$ cat src/rtl/tkl_pkg.sv
`timescale 1ns / 1ps
`default_nettype none
// ----------------------------------------------------------------------------
// tkl_pkg
// shared types and constants of the top-k-by-length selector
// ----------------------------------------------------------------------------
package tkl_pkg;

  localparam int LEN_W    = 16;
  localparam int HANDLE_W = 16;
  localparam int STAMP_W  = 32;
  localparam int KEEP_W   = 5;
  localparam logic [KEEP_W-1:0] KEEP_RESET = 5'd3;

  // input mode codes
  localparam logic MODE_OFFER = 1'b0;
  localparam logic MODE_DRAIN = 1'b1;

  typedef enum logic [2:0] {
    S_IDLE,
    S_OFFER,
    S_DRAIN,
    S_SCAN,
    S_REPLACE,
    S_EMIT
  } state_t;

  // one stored entry
  typedef struct packed {
    logic [LEN_W-1:0]    len;
    logic [HANDLE_W-1:0] handle;
    logic [STAMP_W-1:0]  arrival;
  } entry_t;

  // controller to datapath
  typedef struct packed {
    logic accept;         // latch the request word
    logic scan_start;     // restart the minimum search
    logic scan_run;       // step the minimum search
    logic write_new;      // append into the next free slot
    logic write_replace;  // overwrite the minimum if the request is longer
    logic emit;           // load the minimum into the output register
    logic drain_clear;    // empty the store after the final result
  } cmd_t;

  // datapath to controller
  typedef struct packed {
    logic drain;       // latched request is a drain
    logic limit_zero;  // keep count is zero
    logic full;        // kept total has reached the limit
    logic empty;       // nothing kept
    logic scan_done;   // minimum search finished
    logic out_free;    // output register can take a word
    logic last_pick;   // the pending result is the final one
  } status_t;

endpackage
`default_nettype wire

$ cat src/rtl/tkl_ctrl.sv
`timescale 1ns / 1ps
`default_nettype none
// ----------------------------------------------------------------------------
// tkl_ctrl
// sequencer for offers, minimum searches and drain runs
// ----------------------------------------------------------------------------
module tkl_ctrl (
  input  wire logic             clk,
  input  wire logic             rst,
  input  wire logic             in_valid,
  input  wire logic             mode,
  input  wire tkl_pkg::status_t status,
  output tkl_pkg::cmd_t         cmd,
  output logic                  in_ready
);

  tkl_pkg::state_t state;
  tkl_pkg::state_t state_next;

  always_ff @(posedge clk) begin
    if (rst) begin
      state <= tkl_pkg::S_IDLE;
    end else begin
      state <= state_next;
    end
  end

  always_comb begin
    state_next = state;
    cmd        = '0;
    in_ready   = 1'b0;
    unique case (state)
      tkl_pkg::S_IDLE: begin
        in_ready = 1'b1;
        if (in_valid) begin
          cmd.accept = 1'b1;
          state_next = (mode == tkl_pkg::MODE_DRAIN) ? tkl_pkg::S_DRAIN : tkl_pkg::S_OFFER;
        end
      end
      tkl_pkg::S_OFFER: begin
        if (status.limit_zero) begin
          state_next = tkl_pkg::S_IDLE;
        end else if (!status.full) begin
          cmd.write_new = 1'b1;
          state_next    = tkl_pkg::S_IDLE;
        end else begin
          cmd.scan_start = 1'b1;
          state_next     = tkl_pkg::S_SCAN;
        end
      end
      tkl_pkg::S_DRAIN: begin
        if (status.empty) begin
          state_next = tkl_pkg::S_IDLE;
        end else begin
          cmd.scan_start = 1'b1;
          state_next     = tkl_pkg::S_SCAN;
        end
      end
      tkl_pkg::S_SCAN: begin
        cmd.scan_run = 1'b1;
        if (status.scan_done) begin
          state_next = status.drain ? tkl_pkg::S_EMIT : tkl_pkg::S_REPLACE;
        end
      end
      tkl_pkg::S_REPLACE: begin
        cmd.write_replace = 1'b1;
        state_next        = tkl_pkg::S_IDLE;
      end
      tkl_pkg::S_EMIT: begin
        if (status.out_free) begin
          cmd.emit = 1'b1;
          if (status.last_pick) begin
            cmd.drain_clear = 1'b1;
            state_next      = tkl_pkg::S_IDLE;
          end else begin
            cmd.scan_start = 1'b1;
            state_next     = tkl_pkg::S_SCAN;
          end
        end
      end
      default: begin
        state_next = tkl_pkg::S_IDLE;
      end
    endcase
  end

endmodule
`default_nettype wire

$ cat src/rtl/tkl_datapath.sv
`timescale 1ns / 1ps
`default_nettype none
// ----------------------------------------------------------------------------
// tkl_datapath
// entry memory, minimum search, counters and output register
// ----------------------------------------------------------------------------
module tkl_datapath #(
  parameter int CAPACITY = 16
) (
  input  wire logic                         clk,
  input  wire logic                         rst,
  input  wire tkl_pkg::cmd_t                cmd,
  output tkl_pkg::status_t                  status,
  input  wire logic                         cfg_write,
  input  wire logic [tkl_pkg::KEEP_W-1:0]   cfg_data,
  input  wire logic                         mode,
  input  wire logic [tkl_pkg::HANDLE_W-1:0] word_handle,
  input  wire logic [tkl_pkg::LEN_W-1:0]    word_length,
  output logic                              out_valid,
  input  wire logic                         out_ready,
  output logic [tkl_pkg::HANDLE_W-1:0]      kept_handle,
  output logic [tkl_pkg::LEN_W-1:0]         kept_length,
  output logic                              last_of_drain
);

  localparam int CNT_W = $clog2(CAPACITY + 1);
  localparam int IDX_W = (CAPACITY > 1) ? $clog2(CAPACITY) : 1;
  localparam int CMP_W = (CNT_W > tkl_pkg::KEEP_W) ? CNT_W : tkl_pkg::KEEP_W;

  logic [tkl_pkg::KEEP_W-1:0]   keep_count;
  logic [CNT_W-1:0]             kept_total;
  logic [tkl_pkg::STAMP_W-1:0]  arrival_counter;

  logic                         req_mode;
  logic [tkl_pkg::HANDLE_W-1:0] req_handle;
  logic [tkl_pkg::LEN_W-1:0]    req_length;
  logic [tkl_pkg::STAMP_W-1:0]  req_stamp;

  tkl_pkg::entry_t              mem [CAPACITY];
  tkl_pkg::entry_t              rd_data;
  tkl_pkg::entry_t              wr_data;
  logic                         mem_we;
  logic [IDX_W-1:0]             wr_idx;

  logic [CAPACITY-1:0]          taken;
  logic [CNT_W-1:0]             scan_idx;
  logic [IDX_W-1:0]             rd_idx;
  logic                         rd_valid;
  logic                         issue;

  logic                         best_valid;
  logic [IDX_W-1:0]             best_idx;
  tkl_pkg::entry_t              best;
  logic                         rd_before;

  logic [CNT_W-1:0]             drain_count;

  logic [CMP_W-1:0]             limit;
  logic [CMP_W-1:0]             kc_w;
  logic                         longer;

  // effective limit is the keep count clipped to capacity
  always_comb begin
    kc_w  = CMP_W'(keep_count);
    limit = (kc_w > CMP_W'(CAPACITY)) ? CMP_W'(CAPACITY) : kc_w;
  end

  assign longer = req_length > best.len;
  assign issue  = cmd.scan_run && (scan_idx < kept_total);

  // shorter first, then earlier arrival
  assign rd_before = (rd_data.len < best.len) ||
                     ((rd_data.len == best.len) && (rd_data.arrival < best.arrival));

  always_comb begin
    status.drain      = req_mode;
    status.limit_zero = (limit == '0);
    status.full       = (CMP_W'(kept_total) >= limit);
    status.empty      = (kept_total == '0);
    status.scan_done  = (scan_idx == kept_total) && !rd_valid;
    status.out_free   = !out_valid || out_ready;
    status.last_pick  = ((drain_count + CNT_W'(1)) == kept_total);
  end

  assign mem_we  = cmd.write_new || (cmd.write_replace && longer);
  assign wr_idx  = cmd.write_new ? kept_total[IDX_W-1:0] : best_idx;
  assign wr_data = '{len: req_length, handle: req_handle, arrival: req_stamp};

  // entry memory: one write port, one registered read port
  always_ff @(posedge clk) begin
    if (mem_we) begin
      mem[wr_idx] <= wr_data;
    end
    rd_data <= mem[scan_idx[IDX_W-1:0]];
  end

  // request latch
  always_ff @(posedge clk) begin
    if (cmd.accept) begin
      req_mode   <= mode;
      req_handle <= word_handle;
      req_length <= word_length;
      req_stamp  <= arrival_counter;
    end
  end

  // configuration and counters
  always_ff @(posedge clk) begin
    if (rst) begin
      keep_count      <= tkl_pkg::KEEP_RESET;
      kept_total      <= '0;
      arrival_counter <= '0;
      drain_count     <= '0;
    end else begin
      if (cfg_write) begin
        keep_count <= cfg_data;
      end
      if (cmd.accept && (mode == tkl_pkg::MODE_OFFER)) begin
        arrival_counter <= arrival_counter + tkl_pkg::STAMP_W'(1);
      end
      if (cmd.accept) begin
        drain_count <= '0;
      end else if (cmd.emit) begin
        drain_count <= drain_count + CNT_W'(1);
      end
      if (cmd.write_new) begin
        kept_total <= kept_total + CNT_W'(1);
      end else if (cmd.drain_clear) begin
        kept_total <= '0;
      end
    end
  end

  // minimum search over the untaken entries
  // the index returns to zero with an emptied store so it never passes the total
  always_ff @(posedge clk) begin
    if (rst) begin
      scan_idx   <= '0;
      rd_valid   <= 1'b0;
      best_valid <= 1'b0;
      taken      <= '0;
    end else begin
      if (cmd.scan_start || cmd.drain_clear) begin
        scan_idx   <= '0;
        rd_valid   <= 1'b0;
        best_valid <= 1'b0;
      end else begin
        rd_valid <= issue;
        if (issue) begin
          scan_idx <= scan_idx + CNT_W'(1);
        end
        if (cmd.scan_run && rd_valid && !taken[rd_idx] && (!best_valid || rd_before)) begin
          best_valid <= 1'b1;
        end
      end
      if (cmd.drain_clear) begin
        taken <= '0;
      end else if (cmd.emit) begin
        taken[best_idx] <= 1'b1;
      end
    end
  end

  always_ff @(posedge clk) begin
    if (issue) begin
      rd_idx <= scan_idx[IDX_W-1:0];
    end
    if (!cmd.scan_start && cmd.scan_run && rd_valid && !taken[rd_idx] &&
        (!best_valid || rd_before)) begin
      best     <= rd_data;
      best_idx <= rd_idx;
    end
  end

  // output register
  always_ff @(posedge clk) begin
    if (rst) begin
      out_valid <= 1'b0;
    end else if (cmd.emit) begin
      out_valid <= 1'b1;
    end else if (out_ready) begin
      out_valid <= 1'b0;
    end
  end

  always_ff @(posedge clk) begin
    if (cmd.emit) begin
      kept_handle   <= best.handle;
      kept_length   <= best.len;
      last_of_drain <= status.last_pick;
    end
  end

  a_total_bound: assert property (@(posedge clk) disable iff (rst)
    kept_total <= CNT_W'(CAPACITY))
    else $error("kept total above capacity");

  a_emit_free: assert property (@(posedge clk) disable iff (rst)
    cmd.emit |-> (status.out_free && best_valid))
    else $error("emit without a free output or a found minimum");

  a_append_room: assert property (@(posedge clk) disable iff (rst)
    cmd.write_new |-> (!status.full && !status.limit_zero))
    else $error("append into a full store");

  a_scan_bound: assert property (@(posedge clk) disable iff (rst)
    scan_idx <= kept_total)
    else $error("search index past kept total");

endmodule
`default_nettype wire

$ cat src/rtl/top_k_by_length_selector.sv
`timescale 1ns / 1ps
`default_nettype none
// ----------------------------------------------------------------------------
// top_k_by_length_selector
// keeps the keep_count (at most CAPACITY) longest offered words and drains them sorted
// ----------------------------------------------------------------------------
// usage:
//   input channel (in_valid/in_ready): mode 0 offers a word (word_handle,
//   word_length), mode 1 drains. offers give no output word.
//   output channel (out_valid/out_ready): one word per kept entry during a
//   drain, ascending length, ties oldest first, last_of_drain on the final one.
//   config channel (cfg_valid/cfg_ready, data keep_count) is always ready;
//   write it only while the block is idle. keep_count resets to 3.
// sequence of each request:
//   offer into a store below its limit: append into the next free slot
//   offer into a full store: a minimum search that walks the entry memory
//   through its single read port, then a replace if the offer is longer
//   drain: a new minimum search over the untaken entries per output word
//   empty drain: no output word
// reset clears the kept total, the arrival counter and the output valid;
// entry memory needs no clearing since only reads of kept slots are ever used.
// a stalled receiver holds the output register; the search for the next
// result waits before loading it, and after the final word the block
// already takes the next input word.
// ----------------------------------------------------------------------------
module top_k_by_length_selector #(
  parameter int CAPACITY = 16
) (
  input  wire logic                         clk,
  input  wire logic                         rst,
  // configuration
  input  wire logic                         cfg_valid,
  output logic                              cfg_ready,
  input  wire logic [tkl_pkg::KEEP_W-1:0]   keep_count,
  // input words
  input  wire logic                         in_valid,
  output logic                              in_ready,
  input  wire logic                         mode,
  input  wire logic [tkl_pkg::HANDLE_W-1:0] word_handle,
  input  wire logic [tkl_pkg::LEN_W-1:0]    word_length,
  // output words
  output logic                              out_valid,
  input  wire logic                         out_ready,
  output logic [tkl_pkg::HANDLE_W-1:0]      kept_handle,
  output logic [tkl_pkg::LEN_W-1:0]         kept_length,
  output logic                              last_of_drain
);

  tkl_pkg::cmd_t    cmd;
  tkl_pkg::status_t status;

  // register write never stalls
  assign cfg_ready = 1'b1;

  // sequencer
  tkl_ctrl u_ctrl (
    .clk      (clk),
    .rst      (rst),
    .in_valid (in_valid),
    .mode     (mode),
    .status   (status),
    .cmd      (cmd),
    .in_ready (in_ready)
  );

  // storage, search and output register
  tkl_datapath #(
    .CAPACITY (CAPACITY)
  ) u_datapath (
    .clk           (clk),
    .rst           (rst),
    .cmd           (cmd),
    .status        (status),
    .cfg_write     (cfg_valid && cfg_ready),
    .cfg_data      (keep_count),
    .mode          (mode),
    .word_handle   (word_handle),
    .word_length   (word_length),
    .out_valid     (out_valid),
    .out_ready     (out_ready),
    .kept_handle   (kept_handle),
    .kept_length   (kept_length),
    .last_of_drain (last_of_drain)
  );

endmodule
`default_nettype wire
$ cat config.mk
export PLATFORM = sky130hd
export DESIGN_NAME = top_k_by_length_selector
export DESIGN_NICKNAME = d
export VERILOG_FILES = /design/src/rtl/tkl_pkg.sv /design/src/rtl/tkl_ctrl.sv /design/src/rtl/tkl_datapath.sv /design/src/rtl/top_k_by_length_selector.sv
export SDC_FILE = /design/constraint.sdc
export NUM_CORES = 1
export LEC_CHECK = 0
export ABC_CLOCK_PERIOD_IN_PS = 8400
export BUFFER_PORTS_ARGS = -buffer_cell sky130_fd_sc_hd__buf_2
export CAP_MARGIN = 20
export CORE_UTILIZATION = 35
export CTS_CLUSTER_DIAMETER = 30
export CTS_CLUSTER_SIZE = 30
export DETAILED_ROUTE_END_ITERATION = 8
export PLACE_DENSITY_LB_ADDON = 0.25
export SETUP_SLACK_MARGIN = 0.5
export SLEW_MARGIN = 10
export SYNTH_ARGS = -nofsm -noshare
export SYNTH_HDL_FRONTEND = slang
export SYNTH_SLANG_ARGS = --single-unit
$ cat constraint.sdc
create_clock -name clk -period 8.4 [get_ports clk]
set_clock_uncertainty 0.05 [all_clocks]
set_input_delay 0.42 -clock clk [delete_from_list [all_inputs] [get_ports clk]]
set_output_delay 0.42 -clock clk [all_outputs]
set_load 0.005 [all_outputs]
==> impl_metrics.csv, run 1 <==
group,metric,value,unit
layout,final_cell_mix,"edfxtp_1, mux4_2, clkbuf_16",
floorplan,ioPinCount,79,
setup_path,cp.arrival,4770,ps
detailed_routing,wl_per_cell,24.3,µm
detailed_routing,wirelength,116000,µm
timing,tightest_slew,1140,ps
yosys,ys_types,63,
floorplan,die_w,380,µm
grt,antenna_found_initial,3,
detailed_routing,drtIter0Drc,1873,
floorplan,die_y,380,µm
yosys,synthFlopType,"edfxtp_1",
place,dp_cells,4252,
clock_network,cts_buffers,279,
clock_network,cts_tree,"built",
setup_path,r2r_start,"u_datapath.req_length[13]$_DFFE_PP_",
power_and_ir_drop,p_comb_share,1.0,%
clock_network,cts_buffer_depth,4,
timing,setup_tns,0,ps
timing,period_share,51.7,%
timing,hold_viol,0,
layout,layout-drive-gt1-share,31.9,%
setup_path,reg2regPathDepth,8,
power_and_ir_drop,ir_worst_vdd,0.188,mV
timing,period_minus_slack,4350,ps
hold_path,hold_path.class,"in2reg",
clock_network,cts.clk_slew.worst_paths,50,ps
clock_network,post_cts.repair.setup_buffers,0,
power_and_ir_drop,p_leak,0.0204,µW
timing,rsz0062_at_grt,"no",
detailed_routing,drtPass1Iterations,5,
floorplan,rows,138,
setup_path,crit_path_end_kind,"register",
yosys,seq_area_frac_synth,77.1,%
layout,finish.utilization,44.2,%
yosys,synth_edf_count,1194,
detailed_routing,drc,0,
setup_path,crit_required,8820,ps
layout,stdcell_area,62600,µm²
clock_network,cts-root-buf,"clkbuf_16",
hold_path,hold_start,"in_valid",
clock_network,clock-sinks,1332,
floorplan,die_area,145000,µm²
detailed_routing,final_antenna_net_count,0,
power_and_ir_drop,intPower,14700,µW
hold_path,hold_depth,4,
layout,final_cells,4780,
yosys,syn_area_per_cell,21.5,µm²
yosys,syn-num-nets,2446,
layout,n_fill_cell,11900,
floorplan,core_area,142000,µm²
layout,fin_nets,2808,
place,portBuffers,77,
grt,grtUsageTotal,16.1,%
outcome,status,"complete, no violations",
job,cap_violations,0,
grt,grt_max_degree,158,
power_and_ir_drop,p_sw,3610,µW
yosys,synth_seq_cells,1332,
grt,grt_pass1_vias,25800,
setup_path,worstSetupStartpointType,"register",
yosys,ys_async_sr_fraction,0,%
setup_path,criticalPathCategory,"reg2reg",
detailed_routing,routed-via-count,24100,
floorplan,initial_core_util,35.3,%
setup_path,r2r_slack,4050,ps
grt,overflow,0,
power_and_ir_drop,seqPwrFrac,40.8,%
timing,fmax,230,MHz
detailed_routing,viasPerCell,5.04,
power_and_ir_drop,p_per_area,292,nW/µm²
timing,setup-violations-final,0,
yosys,synth-warning-count,0,
timing,max_slew_margin,24.0,%
place,hpwl,62700,µm
yosys,synth_cells,2325,
layout,area_growth,25.0,%
yosys,synthesis.area,50100,µm²
timing,final-max-slew-violation-count,0,
layout,mostFrequentLayoutCell,"edfxtp_1",
hold_path,whs_endpoint,"u_datapath.arrival_counter[1]$_SDFFE_PP0P_",
clock_network,h-tree-depth,5,
clock_network,clk_latency,860,ps
grt,grt_first_pass_wirelength,171000,µm
power_and_ir_drop,total_power,18300,µW
power_and_ir_drop,clockPowerShare,58.3,%
setup_path,cp_max_fo,35,
place,place_congestion,0.763,
setup_path,r2r_end,"u_datapath.mem[11][12]$_DFFE_PP_",
power_and_ir_drop,sw_frac_of_total,19.7,%
place,place_area,53000,µm²
## area by class of cell
| type | instances | area [µm²] | share of cell area, % |
|---|---|---|---|
| antenna | 1 | 2.50 | 0.00400 |
| clock buffer | 326 | 7480 | 11.9 |
| clock inverter | 157 | 1740 | 2.78 |
| inverter | 71 | 267 | 0.425 |
| multi-input combinational | 830 | 10900 | 17.4 |
| sequential | 1332 | 38600 | 61.7 |
| tap | 1890 | 2360 | 3.78 |
| timing repair buffer | 173 | 1240 | 1.98 |
## what timing repair did
action	4_1_cts	5_1_grt
gates resized for setup	0	0
endpoints found under the hold margin	40	0
hold buffers	44	0
## how the worst max path moves through the flow
stage / from / to / slack [ps] / cells after the start
floorplan: u_datapath.kept_total[0]$_SDFFE_PP0P_ / u_datapath.mem[3][0]$_DFFE_PP_ / 1380 / 8
detailed placement: u_datapath.req_length[13]$_DFFE_PP_ / u_datapath.mem[15][42]$_DFFE_PP_ / 4040 / 8
finish: u_datapath.req_length[13]$_DFFE_PP_ / u_datapath.mem[11][12]$_DFFE_PP_ / 4050 / 8
global placement: u_datapath.req_length[13]$_DFFE_PP_ / u_datapath.mem[14][40]$_DFFE_PP_ / 4260 / 8
global route: u_datapath.req_length[15]$_DFFE_PP_ / u_datapath.mem[15][63]$_DFFE_PP_ / 3890 / 8
CTS: u_datapath.req_length[13]$_DFFE_PP_ / u_datapath.mem[15][63]$_DFFE_PP_ / 4040 / 8
## power groups by stage
stage | logic (µW) | registers, µW | clock network (µW)
after CTS | 179 | 7460 | 10800
after global placement | 159 | 7570 | 0
final | 174 | 7460 | 10700
after detailed placement | 161 | 7580 | 0
after floorplan | 91.6 | 7530 | 0
after global routing | 190 | 7470 | 11200
## logic make-up (layout without fill, tap and decap cells)
group | count (synthesis) | in the layout | share of synthesized area (%)
multiplexers | 335 | 335 | 14.8
adder cells (fa/ha/maj) | 78 | 78 | 1.95
buffers and inverters | 163 | 727 | 1.33
other | 1 | 2 | 0.00749
flip-flops | 1332 | 1332 | 77.1
AND/OR/NAND/NOR | 259 | 259 | 2.64
AO/OA/AOI/OAI | 117 | 117 | 1.49
XOR/XNOR | 40 | 40 | 0.699
## flip-flops by register name (all words and copies together) (netlist names)
signal and count:
u_datapath.best 64, u_datapath.arrival_counter 32, u_datapath.kept_length 16, u_datapath.best_idx 4, u_datapath.req_stamp 32, u_datapath.kept_handle 16
u_datapath.best_valid 1, u_datapath.scan_idx 5, u_datapath.req_handle 16, u_datapath.req_length 16, u_datapath.kc_w 5, u_datapath.kept_total 5
u_datapath.mem 1024, u_datapath.rd_idx 4, u_datapath.drain_count 5, u_datapath.taken 16, u_datapath.rd_valid 1, u_datapath.out_valid 1
u_ctrl.state 3, u_datapath.req_mode 1, u_datapath.last_of_drain 1, u_datapath.rd_data 64
## Yosys cell counts (9+ instances only)
cell type  instances  area [µm²]
mux4_2           324        7300
a21oi_1           43         215
inv_1             71         267
nor2_1            90         338
xnor2_1           24         210
buf_2             30         150
nor3_1            29         145
xor2_1            16         140
mux2i_1            9        90.1
nand4_1           25         156
edfxtp_1        1194       35900
nor2b_1           11        68.8
a31oi_1           13        81.3
nand2_1           35         131
ha_1              78         976
clkbuf_1          54         203
nand3_1           20         100
dfxtp_1          138        2760
o21ai_0           23         115
## critical path, cell delays in order, from the launching register on
cell and delay (ps):
edfxtp_1 640, ha_1 430, nand4_1 190, nor4_1 770, nor4_1 140, a21oi_2 800
nor3_2 110, buf_4 360, buf_4 440
## layer usage
metal  global-route usage [%]  share of wire (%)  up-vias
met2                     26.0                 49      736
li1                         -                  -    10400
met4                     5.26                1.9        0
met1                     22.0                 44    12700
met5                        0                  0        -
met3                     3.00                5.1      200
## per-stage QoR
stage          setup WS, ps  hold slack, ps
5_1_grt                3890             100
2_1_floorplan          1380             336
4_1_cts                4040            45.3
3_3_place_gp           4260             341
3_5_place_dp           4040             342
6_report               4050            97.5
Note: power is estimated with default switching activity, not from simulation.
==> run 2: changes to the inputs <==
--- a/config.mk
+++ b/config.mk
@@ -5,7 +5,7 @@
 export SDC_FILE = /design/constraint.sdc
 export NUM_CORES = 1
 export LEC_CHECK = 0
-export ABC_CLOCK_PERIOD_IN_PS = 8400
+export ABC_CLOCK_PERIOD_IN_PS = 3820
 export BUFFER_PORTS_ARGS = -buffer_cell sky130_fd_sc_hd__buf_2
 export CAP_MARGIN = 20
 export CORE_UTILIZATION = 35
==> constraint.sdc (replaced) <==
create_clock -name clk -period 3.82 [get_ports clk]
set_clock_uncertainty 0.05 [all_clocks]
set_input_delay 0.191 -clock clk [delete_from_list [all_inputs] [get_ports clk]]
set_output_delay 0.191 -clock clk [all_outputs]
set_load 0.005 [all_outputs]
==> run 2 against run 1 <==
Net effect:
- cell count up 2.4%
- register-to-register slack worse by 3500 ps
- clock power up 130%
- flip-flop and latch count unchanged
- utilization up 1.6 points
- first-iteration DRC count up 7.8%
- hold slack worse by 43 ps
- sequential power up 120%
- total power up 130%
- sequential share of layout area down 2.1 points
- via count up 3.4%
==> impl_metrics.csv, run 2 (same netlist as run 1, synthesis figures left out) <==
group,metric,value,unit
grt,grt_max_degree,88,
setup_path,worstSetupStartpointType,"register",
layout,area_growth,29.4,%
clock_network,clk_latency,850,ps
place,hpwl,67700,µm
setup_path,crit_required,4260,ps
detailed_routing,drc,0,
grt,grt_pass1_vias,27100,
layout,final_cell_mix,"edfxtp_1, mux4_2, clkbuf_16",
timing,hold_viol,0,
floorplan,ioPinCount,79,
place,place_area,53800,µm²
hold_path,hold_path.class,"in2reg",
power_and_ir_drop,total_power,41800,µW
setup_path,crit_top_cell,"buf_4",
floorplan,core_area,142000,µm²
clock_network,cts_tree,"built",
layout,fin_nets,2909,
setup_path,crit_path_end_kind,"register",
timing,setup-violations-final,0,
setup_path,r2r_slack,590,ps
timing,tightest_slew,1060,ps
detailed_routing,wirelength,127000,µm
job,cap_violations,0,
setup_path,cp.arrival,3670,ps
setup_path,criticalPathCategory,"reg2reg",
layout,stdcell_area,64800,µm²
grt,grtUsageTotal,17.6,%
floorplan,die_area,145000,µm²
timing,holdWs,55.0,ps
place,place_congestion,0.774,
clock_network,clock-sinks,1332,
layout,multi_input_area,11200,µm²
detailed_routing,drtIter0Drc,2019,
hold_path,hold_start,"word_length[3]",
timing,final-max-slew-violation-count,0,
setup_path,r2r_start,"u_datapath.req_length[1]$_DFFE_PP_",
setup_path,critical_path.startpoint,"u_datapath.req_length[1]$_DFFE_PP_",
clock_network,cts_buffer_depth,4,
place,portBuffers,77,
place,dp_cells,4292,
power_and_ir_drop,p_leak,0.0215,µW
floorplan,rows,138,
timing,rsz0062_at_grt,"yes",
power_and_ir_drop,p_per_area,644,nW/µm²
setup_path,crit_chain,"ha_1 > nor2b_1 > o211ai_1 > a2111o_1 > nand3_4 > a21oi_4 > buf_4 > buf_4 > nor3_4 > buf_4 > buf_4",
timing,period_share,84.5,%
grt,grt_first_pass_wirelength,184000,µm
detailed_routing,wl_per_cell,25.8,µm
layout,layout-drive-gt1-share,34.3,%
detailed_routing,drtPass1Iterations,7,
clock_network,cts.clk_slew.worst_paths,50,ps
setup_path,cp_max_fo,16,
detailed_routing,routed-via-count,24900,
layout,final_cells,4897,
outcome,status,"complete, no violations",
layout,mostFrequentLayoutCell,"edfxtp_1",
power_and_ir_drop,ir_worst_vdd,0.456,mV
timing,period_minus_slack,3230,ps
layout,regMostFlops,"u_datapath.mem",
grt,overflow,0,
layout,regArea,38600,µm²
detailed_routing,final_antenna_net_count,0,
setup_path,slowest_delay,440,ps
floorplan,die_y,380,µm
grt,antenna_found_initial,4,
timing,fmax,310,MHz
clock_network,cts_buffers,291,
detailed_routing,viasPerCell,5.09,
layout,largest_reg_flops,1024,
floorplan,initial_core_util,35.3,%
clock_network,h-tree-depth,5,
layout,n_fill_cell,11700,
clock_network,cts-root-buf,"clkbuf_16",
timing,max_slew_margin,29.5,%
setup_path,slowest_stage,"a2111o_1",
layout,reg_top3,"u_datapath.mem: 1024 flops, u_datapath.best: 64 flops, u_datapath.rd_data: 64 flops",
floorplan,die_w,380,µm
run 2: where the power goes:
group / switching [µW] / leakage, µW / internal, µW / total, µW
clock: 7700 / 0.00477 / 17100 / 24800
sequential: 233 / 0.0120 / 16100 / 16400
combinational: 365 / 0.00479 / 223 / 588
run 2: final cells by class:
| type | count | area share (%) |
|---|---|---|
| clock buffers | 336 | 11.8 |
| multi-input cells | 830 | 17.2 |
| diodes | 2 | 0.00772 |
| clock inverters | 174 | 3.41 |
| flip-flops and latches | 1332 | 59.6 |
| well taps | 1890 | 3.65 |
| inverters | 71 | 0.411 |
| repair buffers | 262 | 3.95 |
run 2: path summary, 6_finish.rpt:
path,to,cells past startpoint
max,u_datapath.mem[11][2]$_DFFE_PP_,11
min,u_datapath.req_length[3]$_DFFE_PP_,2
min reg2reg,u_datapath.best[34]$_DFFE_PP_,0
max reg2reg,u_datapath.mem[11][2]$_DFFE_PP_,11
run 2: through the flow:
stage | util [%] | worst slack (ps) | TNS, ps
2_1_floorplan | - | -110 | -94560
4_1_cts | 45.7 | 517 | 0
3_5_place_dp | 38.0 | -199 | -43230
3_3_place_gp | 38.0 | -318 | -178170
6_report | 45.7 | 594 | 0
5_1_grt | 45.7 | 483 | 0
run 2: critical path, delay by kind of cell, from the launching register on:
family | cells | cell delay [ps]
AND/OR/NAND/NOR | 3 | 500
adder cells (fa/ha/maj) | 1 | 320
buffers and inverters | 4 | 890
AO/OA/AOI/OAI | 3 | 680
flip-flops | 1 | 420
run 2: metal layers:
| metal | up-vias | routed length, µm | global-route usage, % |
|---|---|---|---|
| met5 | - | 0 | 0 |
| met1 | 13300 | 55000 | 23.6 |
| met4 | 0 | 2150 | 5.12 |
| met3 | 180 | 6660 | 3.30 |
| li1 | 10700 | - | - |
| met2 | 756 | 62800 | 29.0 |
run 2: what timing repair did:
item | CTS | global route
endpoints found under the setup margin | 949 | 344
cloned | 6 | 2
endpoints found under the hold margin | 74 | 0
resized for setup | 12 | 12
pin swaps | 11 | 2
hold buffers | 66 | 0
setup buffers | 19 | 0
